**config.mk**
```make
export PLATFORM = sky130hd
export DESIGN_NAME = tarb_seq
export DESIGN_NICKNAME = d
export VERILOG_FILES = /design/src/rtl/tarb_pkg.sv /design/src/rtl/tarb_seq.sv
export SDC_FILE = /design/constraint.sdc
export NUM_CORES = 1
export LEC_CHECK = 0
export BUFFER_PORTS_ARGS = -buffer_cell sky130_fd_sc_hd__clkbuf_2
export CORE_ASPECT_RATIO = 1.2
export CORE_MARGIN = 2
export CORE_UTILIZATION = 39
export CTS_CLUSTER_DIAMETER = 150
export DETAILED_ROUTE_END_ITERATION = 10
export PLACE_DENSITY = 0.6
export REMOVE_ABC_BUFFERS = 1
export SETUP_SLACK_MARGIN = 0.1
export SLEW_MARGIN = 20
export SYNTH_ARGS = -nofsm -noshare
export SYNTH_HDL_FRONTEND = slang
export SYNTH_SLANG_ARGS = --single-unit
```
**constraint.sdc**
```tcl
create_clock -name clk_i -period 7.35 [get_ports clk_i]
set_input_delay 0.3675 -clock clk_i [delete_from_list [all_inputs] [get_ports clk_i]]
set_output_delay 0.3675 -clock clk_i [all_outputs]
set_load 0.02 [all_outputs]
```
**src/rtl/tarb_pkg.sv**
```systemverilog
// Shared types and constants for the timestamped audio ring buffer.
// Depends on nothing; tarb_seq and the top level import it.
`timescale 1ns / 1ps
`default_nettype none

package tarb_pkg;

  // Fixed field widths of the item and result words and of the capacity register.
  localparam int unsigned TIME_W  = 63;
  localparam int unsigned FRAME_W = 64;
  localparam int unsigned KIND_W  = 2;
  localparam int unsigned CAPLG_W = 4;

  // Item kinds.
  localparam logic [KIND_W-1:0] KIND_WRITE = 2'd0;
  localparam logic [KIND_W-1:0] KIND_READ  = 2'd1;
  localparam logic [KIND_W-1:0] KIND_CLEAR = 2'd2;
  localparam logic [KIND_W-1:0] KIND_NONE  = 2'd3;

  // Capacity register value after reset.
  localparam logic [CAPLG_W-1:0] CAPLG_RESET = 4'd12;

  // Last representable sample time; a write there is dropped.
  localparam logic [TIME_W-1:0] TIME_MAX = {TIME_W{1'b1}};

endpackage

`default_nettype wire

```
**src/rtl/tarb_seq.sv**
```systemverilog
// Item sequencer: window bounds, write placement, gap zero-fill and result words.
// Depends on tarb_pkg; drives the frame store ports of tarb_ram.
`timescale 1ns / 1ps
`default_nettype none

module tarb_seq import tarb_pkg::*; #(
  parameter int unsigned AW  = 12,
  parameter int unsigned SW  = 64,
  parameter int unsigned LGW = 4
) (
  input  wire logic                clk_i,
  input  wire logic                rst_ni,
  // Capacity in use and its slot mask.
  input  wire logic [LGW-1:0]      cap_lg_i,
  input  wire logic [AW-1:0]       slot_mask_i,
  input  wire logic                cfg_we_i,
  // Item word.
  input  wire logic                start,
  output logic                     busy,
  input  wire logic [KIND_W-1:0]   kind_i,
  input  wire logic [TIME_W-1:0]   sample_time_i,
  input  wire logic [FRAME_W-1:0]  frame_in_i,
  input  wire logic                last_in_burst_i,
  // Result word.
  output logic                     done_o,
  output logic      [FRAME_W-1:0]  frame_out_o,
  output logic                     in_window_o,
  output logic      [TIME_W-1:0]   window_start_o,
  output logic      [TIME_W-1:0]   window_end_o,
  output logic                     last_frame_o,
  // Frame store.
  output logic                     ram_we_o,
  output logic      [AW-1:0]       ram_waddr_o,
  output logic      [SW-1:0]       ram_wdata_o,
  output logic                     ram_re_o,
  output logic      [AW-1:0]       ram_raddr_o,
  input  wire logic [SW-1:0]       ram_rdata_i
);

  localparam logic [2:0] S_IDLE  = 3'd0;
  localparam logic [2:0] S_EVAL  = 3'd1;
  localparam logic [2:0] S_PLACE = 3'd2;
  localparam logic [2:0] S_GAP   = 3'd3;
  localparam logic [2:0] S_FILL  = 3'd4;
  localparam logic [2:0] S_STORE = 3'd5;

  logic [2:0]         state_q, state_d;
  logic [TIME_W-1:0]  start_q, start_d;
  logic [TIME_W-1:0]  end_q, end_d;
  logic               done_q, done_d;
  logic               hit_q, hit_d;
  logic [FRAME_W-1:0] fout_q, fout_d;
  logic               lastout_q, lastout_d;

  logic [KIND_W-1:0]  kind_q;
  logic [TIME_W-1:0]  t_q;
  logic [SW-1:0]      frame_q;
  logic               last_q;
  logic               back_q, back_d;
  logic               over_q, over_d;
  logic [AW:0]        cnt_q, cnt_d;
  logic [AW-1:0]      addr_q, addr_d;

  logic               accept;
  logic [TIME_W-1:0]  cap_frames;
  logic [TIME_W:0]    start_plus_cap;
  logic [TIME_W-1:0]  new_start;
  logic [TIME_W-1:0]  gap;

  assign accept = start && (state_q == S_IDLE);
  assign busy   = (state_q != S_IDLE);

  // Window arithmetic shared by the write steps.
  assign cap_frames     = TIME_W'(1) << cap_lg_i;
  assign start_plus_cap = {1'b0, start_q} + {1'b0, cap_frames};
  assign new_start      = t_q + TIME_W'(1) - cap_frames;
  assign gap            = t_q - end_q;

  // Reads are issued on the accept edge so the data is ready in the evaluation step.
  assign ram_re_o    = accept;
  assign ram_raddr_o = sample_time_i[AW-1:0] & slot_mask_i;

  // Next-state logic.
  always_comb begin
    state_d     = state_q;
    start_d     = start_q;
    end_d       = end_q;
    done_d      = 1'b0;
    hit_d       = hit_q;
    fout_d      = fout_q;
    lastout_d   = lastout_q;
    back_d      = back_q;
    over_d      = over_q;
    cnt_d       = cnt_q;
    addr_d      = addr_q;
    ram_we_o    = 1'b0;
    ram_waddr_o = addr_q & slot_mask_i;
    ram_wdata_o = '0;

    unique case (state_q)
      S_IDLE: begin
        if (accept) begin
          state_d = S_EVAL;
        end
        if (cfg_we_i) begin
          start_d = '0;
          end_d   = '0;
        end
      end

      S_EVAL: begin
        hit_d     = 1'b0;
        fout_d    = '0;
        lastout_d = last_q;
        unique case (kind_q)
          KIND_WRITE: begin
            if (t_q == TIME_MAX) begin
              done_d  = 1'b1;
              state_d = S_IDLE;
            end else begin
              back_d  = (t_q < end_q);
              over_d  = ({1'b0, t_q} >= start_plus_cap);
              state_d = S_PLACE;
            end
          end
          KIND_READ: begin
            if ((t_q >= start_q) && (t_q < end_q)) begin
              hit_d  = 1'b1;
              fout_d = FRAME_W'(ram_rdata_i);
            end
            done_d  = 1'b1;
            state_d = S_IDLE;
          end
          KIND_CLEAR: begin
            start_d = '0;
            end_d   = '0;
            done_d  = 1'b1;
            state_d = S_IDLE;
          end
          KIND_NONE: begin
            done_d  = 1'b1;
            state_d = S_IDLE;
          end
        endcase
      end

      // A backward write restarts the window; an overlong span pulls the start forward.
      S_PLACE: begin
        if (back_q) begin
          start_d = t_q;
          end_d   = t_q;
        end else if (over_q) begin
          start_d = new_start;
          if (end_q < new_start) begin
            end_d = new_start;
          end
        end
        state_d = S_GAP;
      end

      // Count of skipped slots to zero, at most one full ring.
      S_GAP: begin
        cnt_d  = (gap >= cap_frames) ? cap_frames[AW:0] : gap[AW:0];
        addr_d = t_q[AW-1:0] - AW'(1);
        if (gap == '0) begin
          state_d = S_STORE;
        end else begin
          state_d = S_FILL;
        end
      end

      // Zero one skipped slot a cycle, walking down from the slot before the write.
      S_FILL: begin
        ram_we_o    = 1'b1;
        ram_waddr_o = addr_q & slot_mask_i;
        ram_wdata_o = '0;
        addr_d      = addr_q - AW'(1);
        cnt_d       = cnt_q - (AW+1)'(1);
        if (cnt_q == (AW+1)'(1)) begin
          state_d = S_STORE;
        end
      end

      // The frame goes in last so it wins over a full-ring zero pass.
      S_STORE: begin
        ram_we_o    = 1'b1;
        ram_waddr_o = t_q[AW-1:0] & slot_mask_i;
        ram_wdata_o = frame_q;
        end_d       = t_q + TIME_W'(1);
        done_d      = 1'b1;
        state_d     = S_IDLE;
      end

      default: begin
        state_d = S_IDLE;
      end
    endcase
  end

  // Control state and window bounds.
  always_ff @(posedge clk_i or negedge rst_ni) begin
    if (!rst_ni) begin
      state_q <= S_IDLE;
      start_q <= '0;
      end_q   <= '0;
      done_q  <= 1'b0;
    end else begin
      state_q <= state_d;
      start_q <= start_d;
      end_q   <= end_d;
      done_q  <= done_d;
    end
  end

  // Item word and working payload.
  always_ff @(posedge clk_i) begin
    if (accept) begin
      kind_q  <= kind_i;
      t_q     <= sample_time_i;
      frame_q <= frame_in_i[SW-1:0];
      last_q  <= last_in_burst_i;
    end
    back_q    <= back_d;
    over_q    <= over_d;
    cnt_q     <= cnt_d;
    addr_q    <= addr_d;
    hit_q     <= hit_d;
    fout_q    <= fout_d;
    lastout_q <= lastout_d;
  end

  assign done_o         = done_q;
  assign frame_out_o    = fout_q;
  assign in_window_o    = hit_q;
  assign window_start_o = start_q;
  assign window_end_o   = end_q;
  assign last_frame_o   = lastout_q;

endmodule

`default_nettype wire

```
Word-level counts from Yosys, hierarchy flattened
Index checks and enable logic that the tools add are counted.
W data, S select, Z words.
{"block": "totals", "output_inout_bits": 284, "inputBits": 214, "register_bits": 353, "word_cells": 89}
{"block": "classes", "eq_ne": 16, "muxes": 25, "n_reduce_logical": 16, "bitwise_logic": 4, "magnitude_cmp": 5, "n_shift": 1, "add_sub_neg": 7}
{"operator": "$mux W63", "count": 7}
{"operator": "$pmux W63 S4", "count": 1}
{"operator": "$pmux W63 S3", "count": 1}
{"operator": "$ge A63 B63 Y1", "count": 2}
{"operator": "$lt A63 B63 Y1", "count": 2}
{"operator": "$sub A63 B63 Y63", "count": 2}
{"operator": "$add A63 B63 Y64", "count": 1}
{"operator": "$ge A63 B64 Y1", "count": 1}
{"operator": "$mux W64", "count": 1}
{"operator": "$add A63 B1 Y63 const B", "count": 1}
{"operator": "$eq A63 B63 Y1 const B", "count": 1}
{"operator": "$logic_not A63 Y1", "count": 1}
{"operator": "$shl A1 B4 Y63 const A", "count": 1}
{"operator": "$and A12 B12 Y12", "count": 3}
{"operator": "$pmux W13 S2", "count": 1}
{"operator": "$pmux W12 S2", "count": 1}
{"operator": "$sub A12 B1 Y12 const B", "count": 2}
{"operator": "$pmux W3 S5", "count": 1}
{"operator": "$eq A13 B1 Y1 const B", "count": 1}
{"operator": "$mux W13", "count": 1}
{"operator": "$sub A13 B1 Y13 const B", "count": 1}
{"operator": "$mux W12", "count": 1}
{"operator": "$eq A3 B2 Y1 const B", "count": 2}
{"operator": "$eq A3 B3 Y1 const B", "count": 2}
{"operator": "24 further kinds", "count": 36}

Depth between registers and ports, before layout
Gate-level depths: netlist of the first run.
{"block": "logic_depth", "depth_word": 7, "mapped_depth": 33, "mapped_depth_nobuf": 28}

Worst setup path after synthesis of the first run
No wires, ideal clock.
{"block": "synth_timing", "path_kind": "register -> register", "start": "reg state_q[0]", "end": "reg frame_q[0] (enable)", "slack_ps": 52, "path_stages_with_launch": 4, "arrival_ps": 6664, "n_path_buf": 1, "synth_period_minus_slack_ps": 7298, "setup_time_ps": 633, "required_time_ps": 6717, "path_cell_list": "dfrtp_1 buf_2 or3_1 nor2_1"}
{"block": "synth_between", "elab_chain_len": 2}
{"element": "start: declaration", "line_no": "tarb_seq.sv:47", "source": "logic [2:0] state_q, state_d;"}
{"element": "start signal: assignment", "line_no": "tarb_seq.sv:208", "source": "state_q <= state_d;"}
{"element": "$logic_not A3 Y1", "line_no": "tarb_seq.sv:70", "source": "assign accept = start && (state_q == S_IDLE);"}
{"element": "$logic_and A1 B1 Y1", "line_no": "tarb_seq.sv:70"}
{"element": "named net ram_re_o", "line_no": "tarb_seq.sv:35", "source": "output logic ram_re_o,"}
{"element": "end signal: assignment", "line_no": "tarb_seq.sv:220", "source": "frame_q <= frame_in_i[SW-1:0];"}
{"element": "end: declaration", "line_no": "tarb_seq.sv:57", "source": "logic [SW-1:0] frame_q;"}
The timed path passes the listed nets, and every way through them passes these cells.
A chain may end at the register's enable or synchronous reset.

Worst setup path in the final report of the first run
{"block": "layout_timing", "start": "reg t_q[0]", "end": "reg end_q[57] (netlist: window_end_o[57])"}
{"block": "layout_between", "elab_chain_len": 6, "elab_cells_between_ends": 9, "cone_classes": "add/sub (2); order compare (1); eq/ne (1); mux (4); reduce/logical (1)"}
{"element": "start: declaration", "line_no": "tarb_seq.sv:56", "source": "logic [TIME_W-1:0] t_q;"}
{"element": "start signal: assignment", "line_no": "tarb_seq.sv:219", "source": "t_q <= sample_time_i;"}
{"element": "$add A63 B1 Y63 *", "line_no": "tarb_seq.sv:76, tarb_seq.sv:189"}
{"element": "branches (longest 5 deep; another with $sub A63 B63 Y63)"}
{"element": "end signal: assignment", "line_no": "tarb_seq.sv:210", "source": "end_q <= end_d;"}
{"element": "end: declaration", "line_no": "tarb_seq.sv:49", "source": "logic [TIME_W-1:0] end_q, end_d;"}
Every way passes the cells marked *. The select of a mux whose other input is x is not followed.

==> metrics.log, run 1 <==
[metrics] result of the run: complete, no violations
[metrics] clk slew on worst S/H paths: approximately 60 ps
[metrics] leak pwr: 0.01631 uW
[metrics] Post-Place Setup Slack: between 150 and 200 ps
[metrics] post-synthesis async set-or-reset flop share: 0.3683
[metrics] ANT nets after route: 0
[metrics] number of flops mapped to enable cells by yosys: ~220
[metrics] maximum VDD drop: about 0.00022 V
[metrics] worst r2r path cells: 30
[metrics] synth-to-layout area growth: 23.61%
[metrics] sum of negative setup slack: 0 ps
[metrics] IO buf count: 497
[metrics] worst-path maximum fanout: 9
[metrics] worst min-delay path class: in -> reg
[metrics] drt first-iter violations: 2503
[metrics] maximum frequency from static timing analysis: between 0.1 and 0.15 GHz
[metrics] Inserted Clock Buffers: 43
[metrics] global-route wire length before repair: 191.2 mm
[metrics] setup repair after global routing missed its margin: no
[metrics] Slew Viols, Final: 0
[metrics] CTS Buffer Depth: 3
[metrics] share of the yosys chip area belonging to registers: 0.3228
[metrics] most common library cell in the layout ignoring fill and taps: clkbuf_2
[metrics] Hold Crit Endpoint: last_q$_DFFE_PP_
[metrics] antenna violations before repair: 1
[metrics] busiest grt layer: met2
[metrics] clock latency on the worst-skew pair: between 600 and 700 ps
[metrics] Initial DRT Pass Iterations: 6
[metrics] CTS root buffer: clkbuf_16
[metrics] Cell Count Post-Placement: just over 5k
[metrics] power density over cell area: approximately 380 nW/um^2
[metrics] number of cells on the worst hold path: 1
[metrics] Top Ports: around 500
[metrics] maximum number of pins on one net before global-route repair: approximately 110
[metrics] CP Class: reg -> reg
[metrics] most frequent cells in the layout: 496 x clkbuf_2, 328 x nand2_1, 301 x ha_1
[metrics] max-cap violations: 0
[metrics] number of H-tree levels: 2
[metrics] Primary FF master, synth: edfxtp_1
[metrics] number of global-route vias before repair: approximately 31k
[metrics] required time of the critical path: between 7000 and 8000 ps
[metrics] number of library cell types mapped by synthesis: between 90 and 100
[metrics] CTS tree: built
[metrics] worst max-slew margin expressed relative to the limit: 0.3250
[metrics] routed vias/inst: roughly 6
[metrics] capture instance of the worst register-to-register path: window_end_o[57]$_DFFE_PN0P_
[metrics] flops & latches, synth: approximately 350
[metrics] RD Place Congestion: approximately 1
[metrics] DRC viols: 0
[metrics] type of element capturing the critical path: flip-flop
[metrics] final setup violation count: 0
[metrics] Critical Path Source Type: flip-flop
[metrics] number of warnings issued by yosys: 0
[metrics] arrival time of data at the critical path endpoint: 7470 ps
[metrics] total of fill cells in the finished design: 7609
[metrics] final worst-path setup slack: roughly 360 ps
[metrics] Starting Density: 0.3949
[metrics] die extent in x: between 200 and 300 um
[metrics] r2r setup slk: between 300 and 400 ps
[metrics] Synth Cell Area: approximately 31000 um^2
[metrics] delay of the slowest cell on the worst path: about 650 ps
[metrics] fin crit share: 0.9516
[metrics] post-synthesis instance total: approximately 3.6k
[metrics] nets: 4792
[metrics] Global Route met1 Usage: 0.3742
[metrics] library cell appearing most often on the critical path: a21o_1
[metrics] met3 usage: 0.05726
[metrics] clk sink count: about 350
[metrics] Finished Layout Cells: 5333
[metrics] diode count: 0
[metrics] post-route minimum period: between 6000 and 7000 ps
[metrics] met2 Use GR: 0.5239
[metrics] overall die area: ~80000 um^2
[metrics] row cnt: approximately 110
[metrics] fraction of final layout cells with drive strength greater than 1: 0.1904
[metrics] GRT overflow: 0
[metrics] Detail Placement HPWL: approximately 100 mm
[metrics] r2r startpoint: t_q[0]$_DFFE_PP_
[metrics] average size of a mapped cell: between 8 and 9 um^2
[metrics] GRT Overall Usage: 0.3071
[metrics] vias: approximately 31k
[metrics] Util after Layout: 0.4881
[metrics] post-route clock skew: approximately 25 ps
[metrics] wirelength, routed: 128.9 mm
[metrics] average routed wire per standard cell: ~24 um
[metrics] Slew @ Worst Pin: roughly 1000 ps
[metrics] floorplan die height: approximately 310 um
[metrics] hold violation count in the final report: 0
[metrics] slowest stage cell, crit path: or4b_4
[metrics] Hold Path Origin: last_in_burst_i
[metrics] core region area: 78050 um^2
-- power breakdown --
group | switching (uW) | internal [uW]
Clock | 944 | 1240
Combinational | 5840 | 3080
Sequential | 557 | 2830
Total | 7340 | 7150
-- metal layers --
metal  up-vias  share of wire
met5         -        0.00010
met4         2          0.052
met3       279          0.068
met2      1155           0.48
met1     14970           0.40
li1      14690              -
-- Yosys cell counts (all sizes together), types with 8 or more instances --
cell     instances  share of area
a2111oi         10         0.0030
a22oi           10         0.0024
nand2b          38         0.0077
o221ai          12         0.0034
o31ai           14         0.0034
mux2i           28         0.0092
a211oi          26         0.0063
nand2          329          0.040
o21a            64          0.016
a21oi          280          0.045
o22ai           15         0.0030
dfrtp          130           0.11
a21boi          25         0.0061
a21o           101          0.025
nor2           235          0.029
a31oi           32         0.0065
or3             30         0.0061
buf             42         0.0071
nor4b            8         0.0027
nor2b           26         0.0055
o21bai          16         0.0039
a211o           12         0.0034
mux2             9         0.0034
nor3            88          0.014
nor4            43         0.0098
and2            32         0.0065
and3            97          0.020
or2             17         0.0035
o211ai          45          0.011
nor3b            9         0.0022
clkbuf         162          0.020
inv            204          0.025
nand4          129          0.027
xnor2          159          0.045
nand3          180          0.029
xor2            79          0.022
o311ai           9         0.0026
o21ai          216          0.035
ha             302           0.12
edfxtp         223           0.22
and4            25         0.0073
or4             13         0.0032
-- how the worst max path moves through the flow --
stage                                    to  slack (ps)        startpoint
3_5_place_dp   window_end_o[23]$_DFFE_PN0P_         160  t_q[0]$_DFFE_PP_
5_1_grt        window_end_o[23]$_DFFE_PN0P_          70  t_q[0]$_DFFE_PP_
6_report       window_end_o[57]$_DFFE_PN0P_         360  t_q[0]$_DFFE_PP_
2_1_floorplan  window_end_o[35]$_DFFE_PN0P_       -3720  t_q[1]$_DFFE_PP_
4_1_cts        window_end_o[18]$_DFFE_PN0P_         100  t_q[0]$_DFFE_PP_
3_3_place_gp   window_end_o[23]$_DFFE_PN0P_         240  t_q[0]$_DFFE_PP_
-- repair_timing --
| action | CTS | global route |
|---|---|---|
| setup endpoints to repair | 0 | 63 |
| buffers inserted | 0 | 7 |
| hold buffers | 130 | 0 |
| resized for setup | 0 | 24 |
| endpoints found under the hold margin | 155 | 0 |
-- metrics by stage --
stage / instance area, um^2 / hold slack [ps] / power, uW
after floorplan: 29990 / 71.91 / 8923
after global placement: 35170 / 259.3 / 11930
after detailed placement: 35170 / 263.8 / 11970
after CTS: 37880 / 0.9303 / 14280
after global routing: 38100 / 4.628 / 15480
final: 38100 / 28.52 / 14490
-- kinds of logic (layout without fill, tap and decap cells) --
logic type                 after synthesis  after routing  share of synthesized area
AOI/OAI and AO/OA                      965            965                     0.1994
xor gates and xnor gates               238            238                    0.06763
adders and majority gates              306            306                     0.1249
buffers and inverters                  408           1085                    0.05172
DFF                                    353            353                     0.3228
muxes                                   37             37                    0.01263
and+or+nand+nor                       1323           1323                     0.2209
-- worst max-delay path, delay by kind of cell, from the launching register on --
family / cells / cell delay [ps]
compound gates: 14 / 2480
xor+xnor: 2 / 320
fa+ha+maj: 3 / 880
buf+inv: 4 / 540
flops: 1 / 380
simple gates: 7 / 2250
-- sequential cells by signal, indices dropped and copies added (netlist names) --
| register | count |
|---|---|
| in_window_o | 1 |
| back_q | 1 |
| last_q | 1 |
| last_frame_o | 1 |
| t_q | 63 |
| over_q | 1 |
| done_o | 1 |
| window_end_o | 63 |
| addr_q | 12 |
| frame_q | 64 |
| window_start_o | 63 |
| frame_out_o | 64 |
| kind_q | 2 |
| state_q | 3 |
| cnt_q | 13 |
-- layout make-up --
type,count,area [um^2],share of cell area
Multi-Input combinational cell,2869,19480,0.5113
Sequential cell,353,9951,0.2612
Timing Repair Buffer,802,5209,0.1367
Tap cell,1026,1284,0.03370
Clock buffer,53,1166,0.03061
Inverter,204,765.7,0.02010
Clock inverter,26,241.5,0.006338
Note: power is estimated with default switching activity, not from simulation.
==> inputs of run 2 (changes only) <==
--- a/config.mk
+++ b/config.mk
@@ -8,10 +8,10 @@
 export BUFFER_PORTS_ARGS = -buffer_cell sky130_fd_sc_hd__clkbuf_2
 export CORE_ASPECT_RATIO = 1.2
 export CORE_MARGIN = 2
-export CORE_UTILIZATION = 39
+export CORE_UTILIZATION = 55
 export CTS_CLUSTER_DIAMETER = 150
 export DETAILED_ROUTE_END_ITERATION = 10
-export PLACE_DENSITY = 0.6
+export PLACE_DENSITY = 0.77
 export REMOVE_ABC_BUFFERS = 1
 export SETUP_SLACK_MARGIN = 0.1
 export SLEW_MARGIN = 20
==> constraint.sdc (replaced) <==
create_clock -name clk_i -period 7.75 [get_ports clk_i]
set_input_delay 0.3875 -clock clk_i [delete_from_list [all_inputs] [get_ports clk_i]]
set_output_delay 0.3875 -clock clk_i [all_outputs]
set_load 0.02 [all_outputs]
==> run 2 against run 1 <==
Die area down 29%; clock power down 15%; clock-buffer cell count unchanged; sequential power down 4%.
==> metrics.log, run 2 (synthesis gave the netlist of run 1 again) <==
[metrics] overall die area: 57950 um^2 (-29%)
[metrics] maximum frequency from static timing analysis: 0.1364 GHz (-4.6%)
[metrics] most common library cell in the layout ignoring fill and taps: clkbuf_2
[metrics] DRC viols: 0 (unchanged)
[metrics] GRT overflow: 0 (unchanged)
[metrics] synth-to-layout area growth: 19.70%
[metrics] leak pwr: 0.01584 uW (-2.9%)
[metrics] average routed wire per standard cell: 24.43 um (+1.1%)
[metrics] Hold Path Origin: sample_time_i[9]
[metrics] number of H-tree levels: 2 (unchanged)
[metrics] Slew @ Worst Pin: 1043 ps (+34.62 ps)
[metrics] CTS Buffer Depth: 3 (unchanged)
[metrics] setup repair after global routing missed its margin: no
[metrics] most frequent cells in the layout: 496 x clkbuf_2, 328 x nand2_1, 302 x ha_1
[metrics] sum of negative setup slack: 0 ps (unchanged)
[metrics] Crit path max-delay family: simple AND/OR/NAND/NOR gates
[metrics] cell breakdown of the critical path: and4_4 -> nand4_4 -> or4_1 -> xor2_1 -> nand4_1 -> or3_1 -> or4b_4 -> or2_4 -> nor2_1 -> xor2_1 -> ha_1 -> nand4_1 -> nor2_1 -> nand3_1 -> or3_1 -> nor4_1 -> nor3b_2 -> nor4b_4 -> o22ai_4 -> buf_4 -> clkbuf_16 -> o22a_1
[metrics] result of the run: complete, no violations
[metrics] total of fill cells in the finished design: 4761 (-37%)
[metrics] worst min-delay path class: in -> reg
[metrics] row cnt: 95 (-15%)
[metrics] max-cap violations: 0 (unchanged)
[metrics] clk sink count: 353 (unchanged)
[metrics] nets: 4723 (-1.4%)
[metrics] maximum VDD drop: 0.0002891 V (+33%)
[metrics] clk slew on worst S/H paths: 60 ps (about the same)
[metrics] fraction of final layout cells with drive strength greater than 1: 0.1778 (-0.01258)
[metrics] ANT nets after route: 0 (unchanged)
[metrics] Inserted Clock Buffers: 41 (-4.7%)
[metrics] GRT Overall Usage: 0.4069 (+0.09979)
[metrics] CP Buf/Inv Count: 2 (-2)
[metrics] floorplan die height: 263.3 um (-16%)
[metrics] drt first-iter violations: 3204 (+28%)
[metrics] Initial DRT Pass Iterations: 8 (+2)
[metrics] fin crit share: 0.9456 (-0.005959)
[metrics] Worst setup startpoint: t_q[5]$_DFFE_PP_
[metrics] final setup violation count: 0 (unchanged)
[metrics] CTS root buffer: clkbuf_16
[metrics] r2r startpoint: t_q[5]$_DFFE_PP_
[metrics] WHS: 11.27 ps (-17.25 ps)
[metrics] CP Class: reg -> reg
[metrics] slowest stage cell, crit path: or4_1
[metrics] Starting Density: 0.5529 (+0.1580)
[metrics] post-route clock skew: 20.42 ps (-4.202 ps)
[metrics] arrival time of data at the critical path endpoint: 7780 ps (+310 ps)
[metrics] worst-path maximum fanout: 34 (+25)
[metrics] Hold Crit Endpoint: t_q[9]$_DFFE_PP_
[metrics] post-route minimum period: 7329 ps (+334.5 ps)
[metrics] number of cells on the worst hold path: 1 (unchanged)
[metrics] wirelength, routed: 121.2 mm (-6.0%)
[metrics] number of global-route vias before repair: 30.49k (-0.13%)
[metrics] delay of the slowest cell on the worst path: 680 ps (+30 ps)
[metrics] Detail Placement HPWL: 92.52 mm (-8.7%)
[metrics] maximum number of pins on one net before global-route repair: 77 (-31%)
[metrics] r2r setup slk: 420 ps (+70 ps)
[metrics] IO buf count: 497 (unchanged)
[metrics] Critical Path Source Type: flip-flop
[metrics] hold violation count in the final report: 0 (unchanged)
[metrics] Top Ports: 498 (unchanged)
[metrics] RD Place Congestion: 1.083 (+7.8%)
[metrics] type of element capturing the critical path: flip-flop
[metrics] worst r2r path cells: 22 (-27%)
[metrics] clock latency on the worst-skew pair: 580 ps (-30 ps)
[metrics] required time of the critical path: 8200 ps (+380 ps)
[metrics] power density over cell area: 362.1 nW/um^2 (-4.8%)
[metrics] worst max-slew margin expressed relative to the limit: 0.3045 (-0.02053)
[metrics] Slew Viols, Final: 0 (unchanged)
[metrics] capture instance of the worst register-to-register path: window_end_o[23]$_DFFE_PN0P_
[metrics] die extent in x: 220.1 um (-16%)
[metrics] global-route wire length before repair: 180.4 mm (-5.6%)
[metrics] routed vias/inst: 6.402 (+9.8%)
[metrics] antenna violations before repair: 6 (+5)
[metrics] CTS tree: built
[metrics] core region area: 55750 um^2 (-29%)
[metrics] vias: 31.77k (+2.2%)
[run 2: power by group]
group          total [uW]  switching [uW]  internal, uW
Clock                1870             835          1030
Sequential           3270             581          2680
Combinational        8220            5390          2830
[run 2: what timing repair did]
action,4_1_cts,5_1_grt
buffers inserted,0,5
hold buffers,118,0
gates resized for setup,0,8
hold endpoints to repair,187,0
setup endpoints to repair,0,63
[run 2: layout make-up]
| class | count | area [um^2] | share of cell area |
|---|---|---|---|
| Multi-Input combinational cell | 2869 | 19400 | 0.5259 |
| Sequential cell | 353 | 9951 | 0.2697 |
| Timing Repair Buffer | 735 | 4618 | 0.1252 |
| Clock buffer | 53 | 1091 | 0.02957 |
| Tap cell | 727 | 909.6 | 0.02466 |
| Inverter | 204 | 765.7 | 0.02076 |
| Clock inverter | 21 | 153.9 | 0.004171 |
| Antenna cell | 1 | 2.502 | 0.00006783 |
[run 2: metrics by stage]
step                      setup slack (ps)  instance area, um^2  power, uW  cells  utilization
after floorplan                      -3316                29990       8465   3426            -
after global placement               537.3                34370      11000   4764       0.6165
after detailed placement             357.8                34370      11110   4764       0.6165
after CTS                            274.1                36790      13060   4956       0.6600
after global routing                 55.93                36890      14140   4963       0.6618
final                                421.2                36890      13360   4963       0.6618
[run 2: worst max path at each step]
stage / endpoint / slack [ps] / depth (start not counted)
floorplan: window_end_o[35]$_DFFE_PN0P_ / -3320 / 24
global placement: window_end_o[9]$_DFFE_PN0P_ / 540 / 22
detailed placement: window_end_o[9]$_DFFE_PN0P_ / 360 / 29
CTS: window_end_o[9]$_DFFE_PN0P_ / 270 / 29
global route: window_end_o[57]$_DFFE_PN0P_ / 60 / 24
finish: window_end_o[23]$_DFFE_PN0P_ / 420 / 22
[run 2: metal layers]
metal / share of wire / wire length (um) / up-vias / GRT usage
met5: 0.00057 / 69 / - / 0
met4: 0.073 / 8860 / 10 / 0.2545
met3: 0.092 / 11110 / 433 / 0.09417
met2: 0.46 / 55950 / 1678 / 0.6520
met1: 0.37 / 45240 / 15120 / 0.4917
li1: - / - / 14530 / -
